[config.mk]
export PLATFORM = sky130hd
export DESIGN_NAME = midpoint_circle_span_generator
export DESIGN_NICKNAME = d
export VERILOG_FILES = /design/src/mcsg_pkg.sv /design/src/mcsg_front.sv /design/src/mcsg_group_fifo.sv /design/src/mcsg_back.sv /design/src/midpoint_circle_span_generator.sv
export SDC_FILE = /design/constraint.sdc
export NUM_CORES = 1
export LEC_CHECK = 0
export BUFFER_PORTS_ARGS = -buffer_cell sky130_fd_sc_hd__buf_2
export CAP_MARGIN = 20
export CELL_PAD_IN_SITES_DETAIL_PLACEMENT = 2
export CELL_PAD_IN_SITES_GLOBAL_PLACEMENT = 2
export CORE_MARGIN = 1
export CORE_UTILIZATION = 40
export CTS_CLUSTER_DIAMETER = 100
export DETAILED_ROUTE_END_ITERATION = 16
export GPL_TIMING_DRIVEN = 0
export PLACE_DENSITY = 0.89
export SYNTH_ARGS = -nofsm -noshare
export SYNTH_HDL_FRONTEND = slang
export SYNTH_SLANG_ARGS = --single-unit
[constraint.sdc]
create_clock -name clk -period 7.9 [get_ports clk]
set_clock_uncertainty 0.15 [all_clocks]
set_input_delay 0.79 -clock clk [delete_from_list [all_inputs] [get_ports clk]]
set_output_delay 0.79 -clock clk [all_outputs]
set_load 0.1 [all_outputs]
[src/mcsg_pkg.sv]
// Shared types and constants of the midpoint circle span generator.
package mcsg_pkg;

	localparam int COORD_W  = 14;
	localparam int CENTER_W = 12;

	localparam int GQ_PTR_W = 1;
	localparam int GQ_DEPTH = 1 << GQ_PTR_W;

	localparam logic CMD_START = 1'b0;
	localparam logic CMD_STEP  = 1'b1;

	typedef logic [COORD_W-1:0]  coord_t;
	typedef logic [CENTER_W-1:0] center_t;

	// One group of four spans, as handed from the walk stage to the span stage.
	typedef struct packed {
		center_t cx;
		center_t cy;
		coord_t  x;
		coord_t  y;
		logic    done;
	} group_t;

endpackage

[src/mcsg_front.sv]
// Walk stage: takes commands, steps the midpoint decision and issues span groups.
module mcsg_front import mcsg_pkg::*; #(
	parameter int RADIUS_BITS = 11
) (
	input  logic                   clk,
	input  logic                   arst_n,
	input  logic                   push,
	input  logic                   command,
	input  center_t                center_x,
	input  center_t                center_y,
	input  logic [RADIUS_BITS-1:0] radius,
	input  logic                   q_full,
	output logic                   q_push,
	output group_t                 q_data
);

	localparam int DEC_W = RADIUS_BITS + 5;
	localparam int WK_W  = RADIUS_BITS + 2;

	localparam logic signed [DEC_W-1:0] D_THREE = DEC_W'(3);
	localparam logic signed [DEC_W-1:0] D_SIX   = DEC_W'(6);
	localparam logic signed [DEC_W-1:0] D_TEN   = DEC_W'(10);

	center_t                  cx_q;
	center_t                  cy_q;
	logic [RADIUS_BITS-1:0]   walk_x_q;
	logic [RADIUS_BITS-1:0]   walk_y_q;
	logic signed [DEC_W-1:0]  decision_q;
	logic                     active_q;

	logic                     accept;
	logic                     is_start;
	logic                     emit;
	center_t                  cur_cx;
	center_t                  cur_cy;
	logic [RADIUS_BITS-1:0]   cur_x;
	logic [RADIUS_BITS-1:0]   cur_y;
	logic signed [DEC_W-1:0]  r_ext;
	logic signed [DEC_W-1:0]  x_ext;
	logic signed [DEC_W-1:0]  y_ext;
	logic signed [DEC_W-1:0]  cur_d;
	logic signed [DEC_W-1:0]  next_d;
	logic signed [WK_W-1:0]   next_x;
	logic signed [WK_W-1:0]   next_y;
	logic                     done;

	always_comb begin
		accept   = push && !q_full;
		is_start = (command == CMD_START);
		emit     = accept && (is_start || active_q);

		cur_cx = is_start ? center_x : cx_q;
		cur_cy = is_start ? center_y : cy_q;
		cur_x  = is_start ? '0 : walk_x_q;
		cur_y  = is_start ? radius : walk_y_q;

		r_ext = signed'({{(DEC_W-RADIUS_BITS){1'b0}}, radius});
		x_ext = signed'({{(DEC_W-RADIUS_BITS){1'b0}}, cur_x});
		y_ext = signed'({{(DEC_W-RADIUS_BITS){1'b0}}, cur_y});
		cur_d = is_start ? (D_THREE - (r_ext <<< 1)) : decision_q;

		// A negative decision keeps the row; otherwise the walk moves one row in.
		if (cur_d[DEC_W-1]) begin
			next_d = cur_d + (x_ext <<< 2) + D_SIX;
			next_y = signed'({2'b00, cur_y});
		end else begin
			next_d = cur_d + ((x_ext - y_ext) <<< 2) + D_TEN;
			next_y = signed'({2'b00, cur_y}) - WK_W'(1);
		end
		next_x = signed'({2'b00, cur_x}) + WK_W'(1);
		done   = next_x > next_y;

		q_push      = emit;
		q_data.cx   = cur_cx;
		q_data.cy   = cur_cy;
		q_data.x    = COORD_W'(cur_x);
		q_data.y    = COORD_W'(cur_y);
		q_data.done = done;
	end

	always_ff @(posedge clk or negedge arst_n) begin
		if (!arst_n) begin
			cx_q       <= '0;
			cy_q       <= '0;
			walk_x_q   <= '0;
			walk_y_q   <= '0;
			decision_q <= '0;
			active_q   <= 1'b0;
		end else if (emit) begin
			cx_q       <= cur_cx;
			cy_q       <= cur_cy;
			walk_x_q   <= next_x[RADIUS_BITS-1:0];
			walk_y_q   <= next_y[RADIUS_BITS-1:0];
			decision_q <= next_d;
			active_q   <= !done;
		end
	end

endmodule

[src/mcsg_group_fifo.sv]
// Short queue of span groups between the walk stage and the span stage.
module mcsg_group_fifo import mcsg_pkg::*; (
	input  logic   clk,
	input  logic   arst_n,
	input  logic   wr_en,
	input  group_t wr_data,
	output logic   full,
	input  logic   rd_en,
	output group_t rd_data,
	output logic   empty
);

	group_t              mem_q [GQ_DEPTH];
	logic [GQ_PTR_W-1:0] wr_ptr_q;
	logic [GQ_PTR_W-1:0] rd_ptr_q;
	logic [GQ_PTR_W:0]   count_q;
	logic                do_wr;
	logic                do_rd;

	always_comb begin
		full    = (count_q == (GQ_PTR_W+1)'(GQ_DEPTH));
		empty   = (count_q == '0);
		do_wr   = wr_en && !full;
		do_rd   = rd_en && !empty;
		rd_data = mem_q[rd_ptr_q];
	end

	always_ff @(posedge clk) begin
		if (do_wr) begin
			mem_q[wr_ptr_q] <= wr_data;
		end
	end

	always_ff @(posedge clk or negedge arst_n) begin
		if (!arst_n) begin
			wr_ptr_q <= '0;
			rd_ptr_q <= '0;
			count_q  <= '0;
		end else begin
			if (do_wr) begin
				wr_ptr_q <= wr_ptr_q + GQ_PTR_W'(1);
			end
			if (do_rd) begin
				rd_ptr_q <= rd_ptr_q + GQ_PTR_W'(1);
			end
			if (do_wr && !do_rd) begin
				count_q <= count_q + (GQ_PTR_W+1)'(1);
			end else if (do_rd && !do_wr) begin
				count_q <= count_q - (GQ_PTR_W+1)'(1);
			end
		end
	end

endmodule

[src/mcsg_back.sv]
// Span stage: unrolls each group into four spans through an output register.
module mcsg_back import mcsg_pkg::*; (
	input  logic                      clk,
	input  logic                      arst_n,
	input  group_t                    grp,
	input  logic                      grp_empty,
	output logic                      grp_pop,
	output logic                      empty,
	input  logic                      pop,
	output logic signed [COORD_W-1:0] span_row,
	output logic signed [COORD_W-1:0] span_left,
	output logic signed [COORD_W-1:0] span_right,
	output logic                      group_last,
	output logic                      circle_done
);

	typedef enum logic [1:0] {
		PH_ROW_PX,
		PH_ROW_MX,
		PH_ROW_PY,
		PH_ROW_MY
	} phase_t;

	phase_t phase_q;
	phase_t phase_nxt;
	logic   out_valid_q;
	coord_t row_q;
	coord_t left_q;
	coord_t right_q;
	logic   last_q;
	logic   done_q;

	coord_t cx;
	coord_t cy;
	coord_t row_c;
	coord_t left_c;
	coord_t right_c;
	logic   last_c;
	logic   take;
	logic   load;

	always_comb begin
		cx   = COORD_W'(grp.cx);
		cy   = COORD_W'(grp.cy);
		take = pop && out_valid_q;
		load = !grp_empty && (!out_valid_q || take);

		unique case (phase_q)
			PH_ROW_PX: begin
				row_c     = cy + grp.x;
				left_c    = cx - grp.y;
				right_c   = cx + grp.y;
				last_c    = 1'b0;
				phase_nxt = PH_ROW_MX;
			end
			PH_ROW_MX: begin
				row_c     = cy - grp.x;
				left_c    = cx - grp.y;
				right_c   = cx + grp.y;
				last_c    = 1'b0;
				phase_nxt = PH_ROW_PY;
			end
			PH_ROW_PY: begin
				row_c     = cy + grp.y;
				left_c    = cx - grp.x;
				right_c   = cx + grp.x;
				last_c    = 1'b0;
				phase_nxt = PH_ROW_MY;
			end
			PH_ROW_MY: begin
				row_c     = cy - grp.y;
				left_c    = cx - grp.x;
				right_c   = cx + grp.x;
				last_c    = 1'b1;
				phase_nxt = PH_ROW_PX;
			end
			default: begin
				row_c     = '0;
				left_c    = '0;
				right_c   = '0;
				last_c    = 1'b0;
				phase_nxt = PH_ROW_PX;
			end
		endcase

		grp_pop     = load && last_c;
		empty       = !out_valid_q;
		span_row    = signed'(row_q);
		span_left   = signed'(left_q);
		span_right  = signed'(right_q);
		group_last  = last_q;
		circle_done = done_q;
	end

	always_ff @(posedge clk or negedge arst_n) begin
		if (!arst_n) begin
			phase_q     <= PH_ROW_PX;
			out_valid_q <= 1'b0;
			row_q       <= '0;
			left_q      <= '0;
			right_q     <= '0;
			last_q      <= 1'b0;
			done_q      <= 1'b0;
		end else if (load) begin
			phase_q     <= phase_nxt;
			out_valid_q <= 1'b1;
			row_q       <= row_c;
			left_q      <= left_c;
			right_q     <= right_c;
			last_q      <= last_c;
			done_q      <= grp.done;
		end else if (take) begin
			out_valid_q <= 1'b0;
		end
	end

endmodule

[src/midpoint_circle_span_generator.sv]
// Top level of the filled-circle span generator.
//
//   Channel   Handshake        Payload
//   -------   --------------   ------------------------------------------------
//   command   push / full      command, center_x, center_y, radius
//   spans     pop / empty      span_row, span_left, span_right, group_last,
//                              circle_done
//
// A start or step item that yields spans occupies the span stage for four spans,
// one span per cycle while pop is held, as the single output register of the span
// stage holds each span until it is taken. A step that arrives with no circle in
// progress is absorbed and gives nothing. The first span of an item reaches the
// result ports through the group queue and then the span stage's output register.
// Reset clears the walk state, the group queue and the output register at once;
// no clearing pass follows. A stalled result side fills the two-entry group queue
// before full rises, and a quiet input side leaves the span stage draining.
module midpoint_circle_span_generator import mcsg_pkg::*; #(
	parameter int RADIUS_BITS = 11
) (
	input  logic                      clk,
	input  logic                      arst_n,
	input  logic                      push,
	output logic                      full,
	input  logic                      command,
	input  logic [CENTER_W-1:0]       center_x,
	input  logic [CENTER_W-1:0]       center_y,
	input  logic [RADIUS_BITS-1:0]    radius,
	output logic                      empty,
	input  logic                      pop,
	output logic signed [COORD_W-1:0] span_row,
	output logic signed [COORD_W-1:0] span_left,
	output logic signed [COORD_W-1:0] span_right,
	output logic                      group_last,
	output logic                      circle_done
);

	// The walk stage hands each group over as its centre and the walk point
	// before the update, plus whether the circle ends with this group.
	logic   q_push;
	logic   q_full;
	group_t q_wdata;
	group_t q_rdata;
	logic   q_empty;
	logic   q_pop;

	// The command side reports full whenever the group queue cannot take more;
	// an idle step is held off then as well, although it would give nothing.
	assign full = q_full;

	mcsg_front #(
		.RADIUS_BITS (RADIUS_BITS)
	) u_front (
		.clk      (clk),
		.arst_n   (arst_n),
		.push     (push),
		.command  (command),
		.center_x (center_x),
		.center_y (center_y),
		.radius   (radius),
		.q_full   (q_full),
		.q_push   (q_push),
		.q_data   (q_wdata)
	);

	mcsg_group_fifo u_queue (
		.clk     (clk),
		.arst_n  (arst_n),
		.wr_en   (q_push),
		.wr_data (q_wdata),
		.full    (q_full),
		.rd_en   (q_pop),
		.rd_data (q_rdata),
		.empty   (q_empty)
	);

	// The span stage works through the rows cy+x, cy-x, cy+y and cy-y in turn
	// and releases the queue entry as the fourth span is loaded.
	mcsg_back u_back (
		.clk         (clk),
		.arst_n      (arst_n),
		.grp         (q_rdata),
		.grp_empty   (q_empty),
		.grp_pop     (q_pop),
		.empty       (empty),
		.pop         (pop),
		.span_row    (span_row),
		.span_left   (span_left),
		.span_right  (span_right),
		.group_last  (group_last),
		.circle_done (circle_done)
	);

endmodule

== Word level (Yosys, flattened, before mapping) ==
Memory sizes are Yosys's and may differ from the RTL's.
Index checks and enable logic that the tools add are counted.
Word-level totals
  register bits after elaboration: 114
  bits in writable memories: 94
  bits of input ports: 40
  output and inout port bits: 46
  memories: 1
Operators by class
  $add $sub $neg: 20
  $lt $le $gt $ge: 1
  equality and inequality tests: 4
  multiplexer cells: 18
  bitwise operators: 1
  reductions and logical operators: 24
Memories
  u_queue.mem_q: depth 2, bits a word 47, read ports 1, clocked after memory_dff 0, write ports 1, RTL line mcsg_group_fifo.sv:13  | group_t mem_q [GQ_DEPTH];
Operators with widths (number)
  $add A12 B14 Y14: 4
  $pmux W14 S2: 2
  $pmux W14 S4: 1
  $sub A12 B14 Y14: 4
  $mux W16: 2
  $mux W12: 2
  $mux W11: 2
  $add A16 B14 Y16: 1
  $add A16 B16 Y16: 1
  $add A16 B4 Y16 const B: 1
  $add A16 B5 Y16 const B: 1
  $gt A13 B13 Y1: 1
  $mux W13: 1
  $sub A2 B12 Y13 const A: 1
  $add A11 B1 Y12 const B: 1
  $sub A11 B1 Y12 const B: 1
  $sub A11 B11 Y12: 1
  $logic_and A1 B1 Y1: 9
  $pmux W2 S4: 1
  $eq A2 B2 Y1 const B: 3
  $logic_not A1 Y1: 6
  $logic_not A2 Y1: 2
  $mux W1: 4
  $mux W2: 2
  other kinds (10): 14

== Depth between registers and ports, before layout ==
  word-level depth: 9
  depth in mapped cells: 23

== Cells and area by module ==
From an unflattened synthesis, not the netlist that was laid out.
Second synthesis, totals
  cell total of the unflattened synthesis: 1450
  area total of the unflattened synthesis: 14527.7 µm²
By module, submodules not included
  mcsg_front: instances 1, cells each 735, area an instance 5938.2 µm², seq. area each 1551.5 µm²
  mcsg_back: instances 1, cells each 531, area an instance 4317.9 µm², seq. area each 1151.1 µm²
  mcsg_group_fifo: instances 1, cells each 184, area an instance 4271.6 µm², seq. area each 3283.1 µm²

== Worst setup path after synthesis ==
Ideal clock, no wire load.
  path type: input port to flip-flop
  start point: input port command
  end point: register u_front.decision_q[15]
  arrival time: 5.083 ns
  slack: 2.556 ns
  cell stages on the path: 23
  path through: buf_6 buf_2 buf_2 buf_2 mux2i_1 inv_1 ha_1 fa_1 nor2b_1 o21ai_0 a21boi_0 o21ai_0 xnor2_1 ha_1 ha_1 o21a_1 o21ai_0 nand2b_1 nand3_1 o21ai_0 a31oi_1 xnor2_1 a222oi_1
RTL lines
  start: declaration: RTL line midpoint_circle_span_generator.sv:24  | input logic command,
  end signal: assignment: RTL line mcsg_front.sv:94  | decision_q <= next_d;
  end: declaration: RTL line mcsg_front.sv:28  | logic signed [DEC_W-1:0] decision_q;

==> out/qor.csv <==
stage,metric,value,unit
final_layout,multi_input_area,7380,um^2
floorplanning,chipHeight,186,um
place,finalWeightedCongestion,0.906,
final_layout,drive_gt1_share,18.7,%
synth,synthSimpleGateAreaFrac,11.3,%
setup_path,cp.arrival,7070,ps
global_route,grt_pass1_wl,75800,um
global_route,track_usage,29.6,%
setup_path,crit_end,u_front.decision_q[15],
final_layout,n_fill_cell,3448,
synth,yosysMostFrequentCell,nand2_1,
clocking,clk_latency,540,ps
synth,synth_edf_count,94,
global_route,grt_max_degree,67,
synth,synth_fp_nets,1454,
clocking,hold_buffers,0,
clocking,cts_tree,built,
clocking,clockBufferDepth,3,
floorplanning,start_util,41.1,%
routing,drc_errors,0,
global_route,overflow,0,
synth,synth_compound_area_share,11.7,%
final_layout,antenna_cells,0,
setup_path,crit_type,in -> reg,
sta,tns,0,ps
place,io_buffers,83,
setup_path,timing.rr.start,u_queue.rd_ptr_q,
worst_hold_path,hold_path.class,in -> async,
global_route,grt_pass1_vias,12200,
routing,ant_nets,0,
floorplanning,rows,66,
synth,synthAdderAreaFrac,12.5,%
synth,ys_ff_latch,205,
routing,first_pass_iters,5,
setup_path,critPathLaunch,command,
sta,layout_min_cycle_time,6810,ps
clocking,clk_pin_slew,60,ps
setup_path,r2r_slack,2520,ps
floorplanning,dieArea,34600,um^2
synth,yosys_warnings,0,
synth,synth_commonest_cells,"151 x nand2_1, 123 x ha_1, 111 x dfrtp_1, 94 x edfxtp_1, 94 x o21ai_0",
clocking,cts_setup_buffers,0,
setup_path,crit_path_end_kind,flop,
clocking,cts_made_buffers,24,
synth,synth_top_family_by_area,multiplexers,
place,place_hpwl,34500,um
synth,netlist_instances,1284,
final_layout,syn_to_final_growth,14.0,%
final_layout,seqCellArea,5600,um^2
sta,slew_viol_final,0,
setup_path,crit_path_frequent_cell,buf_2,
status,status,completed,
setup_path,worst-path-max-fanout,10,
global_route,antenna_found_initial,0,
synth,yosys.area.top_type,edfxtp_1,
synth,yosys.cell_types.count,72,
synth,synthXorXnorAreaFrac,6.02,%
routing,drtIter0Drc,608,
clocking,clkSinkCount,205,
setup_path,crit_path_start_kind,input port,
sta,setup-violations-final,0,
routing,wirelength,49900,um
routing,viasPerCell,5.85,
synth,synth_top_area_share,20.9,%
sta,rsz0062_at_grt,no,
synth,yosys-top-cells-area,"edfxtp_1 21%, dfrtp_1 21%, ha_1 11%, mux2_2 6.2%, mux4_2 5.5%",
job,drv_cap,0,
final_layout,finalNetCount,1566,
clocking,htree_levels,1,
setup_path,crit_chain,buf_2 > buf_6 > buf_2 > buf_2 > buf_2 > clkbuf_1 > and2_1 > inv_1 > fa_1 > nor2b_1 > o21ai_0 > a21boi_0 > o211ai_1 > a21oi_1 > o21a_1 > nor2_1 > xnor2_1 > ha_1 > ha_1 > a21oi_1 > o21ai_0 > a31oi_1 > xnor2_1 > a222oi_1,
sta,period_share,86.2,%
setup_path,crit_required,8160,ps
floorplanning,coreArea,32900,um^2
setup_path,cpPeakStageDelay,600,ps
clocking,root_buffer,clkbuf_16,
floorplanning,die_width,186,um
routing,vias,10900,
clocking,cts_resized,0,
synth,synthFlopType,dfrtp_1,
sta,timing.fmax,147,MHz
synth,synthesis.area,13500,um^2
synth,synth_seq_area_share,41.4,%
setup_path,rr_worst_depth,15,
sta,relSlewSlack,30.1,%
synth,synthArstFlopShare,54.1,%
setup_path,cp_slowest_cell,clkbuf_1,
sta,hold_violations,0,
floorplanning,io_pins,86,
sta,worst_pin_slew,1050,ps
synth,synth_mux_area_share,13.0,%
setup_path,r2r_end,u_back.span_row[9],
routing,avgRoutedWirePerCell,26.9,um
synth,avgSynthCellArea,10.5,um^2
==> logic make-up after synthesis <==
| group | Yosys count |
|---|---|
| buffers and inverters | 138 |
| multiplexers | 124 |
| flip-flops | 205 |
| AND/OR/NAND/NOR | 331 |
| AO/OA/AOI/OAI | 261 |
| adder cells (fa/ha/maj) | 131 |
| XOR/XNOR | 93 |
| other | 1 |
==> state kept, by name, indices dropped and copies added, names as in the netlist, 2 cells and up <==
signal              cells
u_back.phase_q          2
u_back.span_left       13
u_back.span_right      13
u_back.span_row        14
u_front.cx_q           12
u_front.cy_q           12
u_front.decision_q     15
u_front.walk_x_q       11
u_front.walk_y_q       11
u_queue.count_q         2
u_queue.mem_q          94
==> how the worst min path moves through the flow <==
| stage | startpoint | end | slack, ps |
|---|---|---|---|
| after global routing | arst_n | u_back.span_left[7] | 70 |
| final | arst_n | u_back.span_left[7] | 50 |
| after detailed placement | u_back.span_row[4] | u_back.span_row[4] | 320 |
| after global placement | u_back.group_last | u_back.group_last | 310 |
| after floorplan | u_front.decision_q[3] | u_front.decision_q[3] | 290 |
| after CTS | arst_n | u_back.span_left[7] | 60 |
==> cell type report <==
class,count,share of cell area (%)
Inverter,84,2.04
Sequential cell,205,36.3
Tap cell,442,3.59
Clock inverter,7,0.600
Multi-Input combinational cell,941,47.9
Clock buffer,37,4.81
Timing Repair Buffer,86,3.17
Buffer,54,1.61
==> cell usage in the layout (no fill, tap or decap), types with 8 or more instances in the layout <==
| cell | n |
|---|---|
| a21o_1 | 14 |
| a21oi_1 | 63 |
| a31oi_1 | 12 |
| and2_1 | 13 |
| and3_1 | 8 |
| buf_2 | 92 |
| clkbuf_1 | 39 |
| clkbuf_16 | 26 |
| dfrtp_1 | 111 |
| edfxtp_1 | 94 |
| ha_1 | 123 |
| inv_1 | 81 |
| mux2_2 | 75 |
| mux2i_1 | 14 |
| mux4_2 | 33 |
| nand2_1 | 151 |
| nand2b_1 | 18 |
| nand3_1 | 15 |
| nor2_1 | 61 |
| nor2b_1 | 18 |
| nor3_1 | 21 |
| o21a_1 | 12 |
| o21ai_0 | 94 |
| o21ai_1 | 10 |
| xnor2_1 | 65 |
| xor2_1 | 28 |
==> critical path, delay by kind of cell <==
kind / cells / cell delay [ps]
buf+inv: 7 / 2100
fa+ha+maj: 3 / 1090
simple gates: 3 / 720
xor+xnor: 2 / 380
compound gates: 9 / 1970
==> stage by stage <==
stage	instance area (um^2)	setup WS (ps)	instances	hold WS (ps)	util, %
after global routing	15400	826	1856	74.5	46.8
after floorplan	13500	2560	1284	294	-
after detailed placement	14600	751	1812	317	44.3
final	15400	1090	1856	46.3	46.8
after CTS	15400	1140	1856	61.3	46.8
after global placement	14500	962	1809	306	44.0
==> layer usage <==
layer	routed length (um)	GRT usage (%)	part of all wire, %	vias up
li1	-	-	-	4805
met1	20200	34.7	40	5576
met2	25500	53.6	51	341
met3	1950	3.13	3.9	129
met4	2280	14.1	4.6	0
met5	0	0	0	-
Power is not shown: default switching activity piles up to over one toggle a cycle in this logic, so the estimate is an artifact.
